$ cat config.mk
export PLATFORM = sky130hd
export DESIGN_NAME = big_axis
export DESIGN_NICKNAME = d
export VERILOG_FILES = /design/src/rtl/big_pkg.sv /design/src/rtl/big_axis.sv
export SDC_FILE = /design/constraint.sdc
export NUM_CORES = 2
export LEC_CHECK = 0
export BUFFER_PORTS_ARGS = -buffer_cell sky130_fd_sc_hd__buf_2
export CORE_UTILIZATION = 52
export CTS_CLUSTER_SIZE = 20
export DETAILED_ROUTE_END_ITERATION = 12
export PLACE_DENSITY = 0.69
export SLEW_MARGIN = 30
export SYNTH_ARGS = -nofsm -noshare
export SYNTH_HDL_FRONTEND = slang
export SYNTH_SLANG_ARGS = --single-unit
$ cat constraint.sdc
create_clock -name clk -period 12.6 [get_ports clk]
set_input_delay 1.89 -clock clk [delete_from_list [all_inputs] [get_ports clk]]
set_output_delay 1.89 -clock clk [all_outputs]
set_load 0.02 [all_outputs]
$ cat src/rtl/big_pkg.sv
`timescale 1ns / 1ps
`default_nettype none
// ----------------------------------------------------------------------------
// big_pkg: shared constants for the broadcast index generator
// Default geometry, fixed field widths and configuration register indexes.
// ----------------------------------------------------------------------------
package big_pkg;

	// Default geometry
	localparam int MAX_RANK_DEF   = 4;
	localparam int DIM_WIDTH_DEF  = 16;
	localparam int ADDR_WIDTH_DEF = 32;

	// Fixed field widths
	localparam int IDX_WIDTH       = 32;
	localparam int CFG_DATA_WIDTH  = 64;
	localparam int CFG_INDEX_WIDTH = 3;
	localparam int RANKS_WIDTH     = 12;
	localparam int RANK_WIDTH      = 4;
	localparam int OFFSET_WIDTH    = 32;

	// Quotient bits resolved per divider stage
	localparam int DIV_STEP = 4;

	// Configuration register indexes
	localparam logic [CFG_INDEX_WIDTH-1:0] REG_RANKS       = 3'd0;
	localparam logic [CFG_INDEX_WIDTH-1:0] REG_RES_EXTENTS = 3'd1;
	localparam logic [CFG_INDEX_WIDTH-1:0] REG_A_EXTENTS   = 3'd2;
	localparam logic [CFG_INDEX_WIDTH-1:0] REG_B_EXTENTS   = 3'd3;
	localparam logic [CFG_INDEX_WIDTH-1:0] REG_A_STRIDES   = 3'd4;
	localparam logic [CFG_INDEX_WIDTH-1:0] REG_B_STRIDES   = 3'd5;
	localparam logic [CFG_INDEX_WIDTH-1:0] REG_OP_OFFSETS  = 3'd6;
	localparam logic [CFG_INDEX_WIDTH-1:0] REG_RES_OFFSET  = 3'd7;

	// Clamp a rank field to the supported maximum
	function automatic logic [RANK_WIDTH-1:0] sat_rank(input logic [RANK_WIDTH-1:0] r,
		input logic [RANK_WIDTH-1:0] max_r);
		return (r > max_r) ? max_r : r;
	endfunction

endpackage
`default_nettype wire

$ cat src/rtl/big_axis.sv
`timescale 1ns / 1ps
`default_nettype none
// ----------------------------------------------------------------------------
// big_axis: one result axis of the index split
// Pipelined restoring division of the running index by the axis extent,
// then the coordinate times both operand strides, then accumulation.
// ----------------------------------------------------------------------------
module big_axis #(
	parameter int DIM_WIDTH  = big_pkg::DIM_WIDTH_DEF,
	parameter int ADDR_WIDTH = big_pkg::ADDR_WIDTH_DEF
) (
	input  logic                           clk,
	input  logic                           arst_n,
	input  logic                           en,
	input  logic [DIM_WIDTH-1:0]           ext,
	input  logic [DIM_WIDTH-1:0]           str_a,
	input  logic [DIM_WIDTH-1:0]           str_b,
	input  logic                           in_valid,
	input  logic [big_pkg::IDX_WIDTH-1:0]  in_rem,
	input  logic [big_pkg::IDX_WIDTH-1:0]  in_idx,
	input  logic [ADDR_WIDTH-1:0]          in_acc_a,
	input  logic [ADDR_WIDTH-1:0]          in_acc_b,
	output logic                           out_valid,
	output logic [big_pkg::IDX_WIDTH-1:0]  out_rem,
	output logic [big_pkg::IDX_WIDTH-1:0]  out_idx,
	output logic [ADDR_WIDTH-1:0]          out_acc_a,
	output logic [ADDR_WIDTH-1:0]          out_acc_b
);
	import big_pkg::*;

	localparam int NSTG = IDX_WIDTH / DIV_STEP;

	logic                  div_v_s     [NSTG+1];
	logic [DIM_WIDTH-1:0]  div_r_s     [NSTG+1];
	logic [IDX_WIDTH-1:0]  div_n_s     [NSTG+1];
	logic [IDX_WIDTH-1:0]  div_idx_s   [NSTG+1];
	logic [ADDR_WIDTH-1:0] div_acc_a_s [NSTG+1];
	logic [ADDR_WIDTH-1:0] div_acc_b_s [NSTG+1];

	// Enter the divider with an empty partial remainder
	assign div_v_s[0]     = in_valid;
	assign div_r_s[0]     = '0;
	assign div_n_s[0]     = in_rem;
	assign div_idx_s[0]   = in_idx;
	assign div_acc_a_s[0] = in_acc_a;
	assign div_acc_b_s[0] = in_acc_b;

	genvar g;
	generate
		for (g = 0; g < NSTG; g++) begin : g_div
			logic [DIM_WIDTH-1:0] r_c;
			logic [IDX_WIDTH-1:0] n_c;

			// Resolve DIV_STEP quotient bits, shifting them into the dividend word
			always_comb begin
				logic [DIM_WIDTH:0] t;
				r_c = div_r_s[g];
				n_c = div_n_s[g];
				t   = '0;
				for (int k = 0; k < DIV_STEP; k++) begin
					t   = {r_c, n_c[IDX_WIDTH-1]};
					n_c = {n_c[IDX_WIDTH-2:0], 1'b0};
					if (t >= {1'b0, ext}) begin
						t      = t - {1'b0, ext};
						n_c[0] = 1'b1;
					end
					r_c = t[DIM_WIDTH-1:0];
				end
			end

			always_ff @(posedge clk or negedge arst_n) begin
				if (!arst_n) begin
					div_v_s[g+1] <= 1'b0;
				end else if (en) begin
					div_v_s[g+1] <= div_v_s[g];
				end
			end

			always_ff @(posedge clk) begin
				if (en) begin
					div_r_s[g+1]     <= r_c;
					div_n_s[g+1]     <= n_c;
					div_idx_s[g+1]   <= div_idx_s[g];
					div_acc_a_s[g+1] <= div_acc_a_s[g];
					div_acc_b_s[g+1] <= div_acc_b_s[g];
				end
			end
		end
	endgenerate

	// Multiply stage: remainder is the coordinate
	logic                     mul_v_s1;
	logic [2*DIM_WIDTH-1:0]   mul_pa_s1;
	logic [2*DIM_WIDTH-1:0]   mul_pb_s1;
	logic [IDX_WIDTH-1:0]     mul_rem_s1;
	logic [IDX_WIDTH-1:0]     mul_idx_s1;
	logic [ADDR_WIDTH-1:0]    mul_acc_a_s1;
	logic [ADDR_WIDTH-1:0]    mul_acc_b_s1;

	always_ff @(posedge clk or negedge arst_n) begin
		if (!arst_n) begin
			mul_v_s1 <= 1'b0;
		end else if (en) begin
			mul_v_s1 <= div_v_s[NSTG];
		end
	end

	always_ff @(posedge clk) begin
		if (en) begin
			mul_pa_s1    <= div_r_s[NSTG] * str_a;
			mul_pb_s1    <= div_r_s[NSTG] * str_b;
			mul_rem_s1   <= div_n_s[NSTG];
			mul_idx_s1   <= div_idx_s[NSTG];
			mul_acc_a_s1 <= div_acc_a_s[NSTG];
			mul_acc_b_s1 <= div_acc_b_s[NSTG];
		end
	end

	// Accumulate stage, modulo the address width
	logic                  add_v_s2;
	logic [IDX_WIDTH-1:0]  add_rem_s2;
	logic [IDX_WIDTH-1:0]  add_idx_s2;
	logic [ADDR_WIDTH-1:0] add_acc_a_s2;
	logic [ADDR_WIDTH-1:0] add_acc_b_s2;

	always_ff @(posedge clk or negedge arst_n) begin
		if (!arst_n) begin
			add_v_s2 <= 1'b0;
		end else if (en) begin
			add_v_s2 <= mul_v_s1;
		end
	end

	always_ff @(posedge clk) begin
		if (en) begin
			add_rem_s2   <= mul_rem_s1;
			add_idx_s2   <= mul_idx_s1;
			add_acc_a_s2 <= mul_acc_a_s1 + ADDR_WIDTH'(mul_pa_s1);
			add_acc_b_s2 <= mul_acc_b_s1 + ADDR_WIDTH'(mul_pb_s1);
		end
	end

	assign out_valid = add_v_s2;
	assign out_rem   = add_rem_s2;
	assign out_idx   = add_idx_s2;
	assign out_acc_a = add_acc_a_s2;
	assign out_acc_b = add_acc_b_s2;

endmodule
`default_nettype wire

==> out/results.tsv <==
metric	value	unit
status	finished clean	
core	173800	um^2
ant_nets	0	
fmax	0.08395	GHz
cts_sinks	1482	
seq_area	44450	um^2
avgRoutedWirePerCell	19.95	um
die_w	420.2	um
initialDrtViolationCount	4258	
port_buffers	308	
grt_setup_unrepaired	no	
synth_top_area_share	0.4860	
clock_path_buffers	3	
post-place-ws	-0.2490	ns
synth.area.top_cells	edfxtp_1 49%, ha_1 11%, fa_1 9.3%	
yosysMostFrequentCell	edfxtp_1	
final_core_util	0.5915	
initial_core_util	0.5233	
routed_wl	211.8	mm
clk_pin_slew	0.06	ns
path_common_cell	o21ai_0	
grt_remaining_overflow	0	
crit_type	primary input to flip-flop	
area_growth	13.04	%
nFillCells	14130	
slew_viol_final	0	
synth_common_cells	1472 x edfxtp_1, 768 x ha_1, 711 x inv_1, 694 x nand2_1, 440 x a21oi_1	
vias	59700	
skew	0.07318	ns
netlist_instances	7561	
syn_area	90950	um^2
cpMaxStageDelayCell	a211o_2	
ys_seq_area_frac	0.4887	
synth_cell_types	95	
cap_violations	0	
cts_tree	done	
fin_area	102800	um^2
critPathTopFamily	compound AO/OA/AOI/OAI gates	
synth_ff_type	edfxtp_1	
dpl.hpwl	154.3	mm
num_rows	153	
firstDrtPassIters	6	
root_buffer	clkbuf_16	
place_congestion	0.9388	
critPathLaunchType	primary input	
clkLatencyLatePin	0.85	ns
grt_max_degree	183	
ys_async_sr_fraction	0.006748	
cts_made_buffers	155	
finalSetupViolCount	0	
multi_input_area	43330	um^2
grtUsageTotal	0.2411	
grt_pass1_vias	59730	
maxSlewHeadroom	0.3681	
worst-path-buf-inv	6	
yosysWarnings	0	
grt_pass1_wl	329.7	mm
end_kind	flip-flop	
worst_slew_pin_slew	0.9479	ns
final_hold_viol_count	0	
io_pins	309	
die-height	420.2	um
drcViolationCount	0	
dieArea	176600	um^2
cpPeakStageDelay	0.55	ns
fin_crit	11.91	ns
fin_nets	9528	
timing.final.crit_share	0.9454	
synth-edff-count	1472	
required	13.19	ns
synth_nets	8930	
fin_ws	0.6877	ns
cp_max_fo	23	
min-delay-path-class	flip-flop to flip-flop	
h-tree-depth	4	
drive_gt1_frac	0.1368	
place_area	97300	um^2
antenna_found_initial	8	
synth_area_leader_cell	edfxtp_1	
vias_per_cell	5.622	
crit_arrival	12.50	ns
avgSynthCellArea	12.03	um^2
synth_seq_cells	1482	
==> flip-flops by register name (all words and copies together), names as in the netlist, 128 cells and up <==
register and count:
div_acc_a_s 256, div_r_s 128, div_acc_b_s 256, div_n_s 256, div_idx_s 256
==> per-stage QoR <==
step                      setup TNS (ns)  instances  hold WS [ns]
after detailed placement          -3.714      10320        0.4045
after global routing                   0      10620        0.3770
after floorplan                  -0.2257       7561        0.4003
after CTS                              0      10610        0.3754
after global placement           -0.2148      10320        0.4002
final                                  0      10620        0.3641
==> worst register-to-register path, delay by kind of cell, from the launching register on <==
family	cells	cell delay (ns)
AOI/OAI and AO/OA	27	5.80
and+or+nand+nor	11	1.78
adders and majority gates	4	1.17
buffers and inverters	9	1.10
DFF	1	0.50
muxes	1	0.38
==> placed cells by master, fill, tap and decap left out, types with 100 or more instances in the layout <==
cell,n
clkbuf_16,155
ha_1,762
xor2_1,143
mux2_2,202
buf_2,307
inv_1,702
nand4_1,100
edfxtp_1,1472
nand2_1,694
o21ai_0,341
nor2_1,335
a21oi_1,439
a21o_1,191
fa_1,421
and2_1,193
buf_4,265
xnor2_1,318
==> repair_timing <==
| item | CTS | global route |
|---|---|---|
| endpoints found under the hold margin | 0 | 0 |
| hold buffers | 0 | 0 |
| resized for setup | 0 | 11 |
| endpoints found under the setup margin | 0 | 58 |
| setup buffers | 0 | 1 |
==> worst paths after layout <==
check | startpoint | to | slack (ns) | cells past startpoint
worst max-delay path | ext[4] | div_r_s[28] | 0.69 | 46
worst min-delay path | div_n_s[162] | div_n_s[134] | 0.36 | 0
worst max register to register | div_r_s[80] | div_r_s[66] | 1.73 | 52
worst min register to register | div_n_s[162] | div_n_s[134] | 0.36 | 0
max in group asynchronous | arst_n | div_v_s[2] | 11.51 | 1
min in group asynchronous | arst_n | out_valid | 0.90 | 1
==> final cells by class <==
class,instances,area share
Tap cell,2325,0.02829
Sequential cell,1482,0.4324
Inverter,717,0.02652
Antenna cell,6,0.0001460
Clock buffer,175,0.03846
Timing Repair Buffer,596,0.03893
Clock inverter,111,0.01382
Multi-Input combinational cell,5207,0.4215
==> metal layers <==
metal,wire (um),share of wire,global-route usage
met4,8124,0.038,0.09670
met3,11240,0.053,0.03746
met1,91100,0.43,0.3167
met2,101300,0.48,0.4000
met5,27,0.00013,0
==> kinds of logic after synthesis <==
| logic type | Yosys count | synth area share |
|---|---|---|
| DFF | 1482 | 0.4887 |
| xor gates and xnor gates | 461 | 0.04439 |
| and+or+nand+nor | 1813 | 0.09513 |
| buffers and inverters | 873 | 0.03644 |
| AOI/OAI and AO/OA | 1473 | 0.1036 |
| adders and majority gates | 1189 | 0.1983 |
| muxes | 270 | 0.03337 |
Power is not shown: default switching activity piles up to over one toggle a cycle in this logic, so the estimate is an artifact.
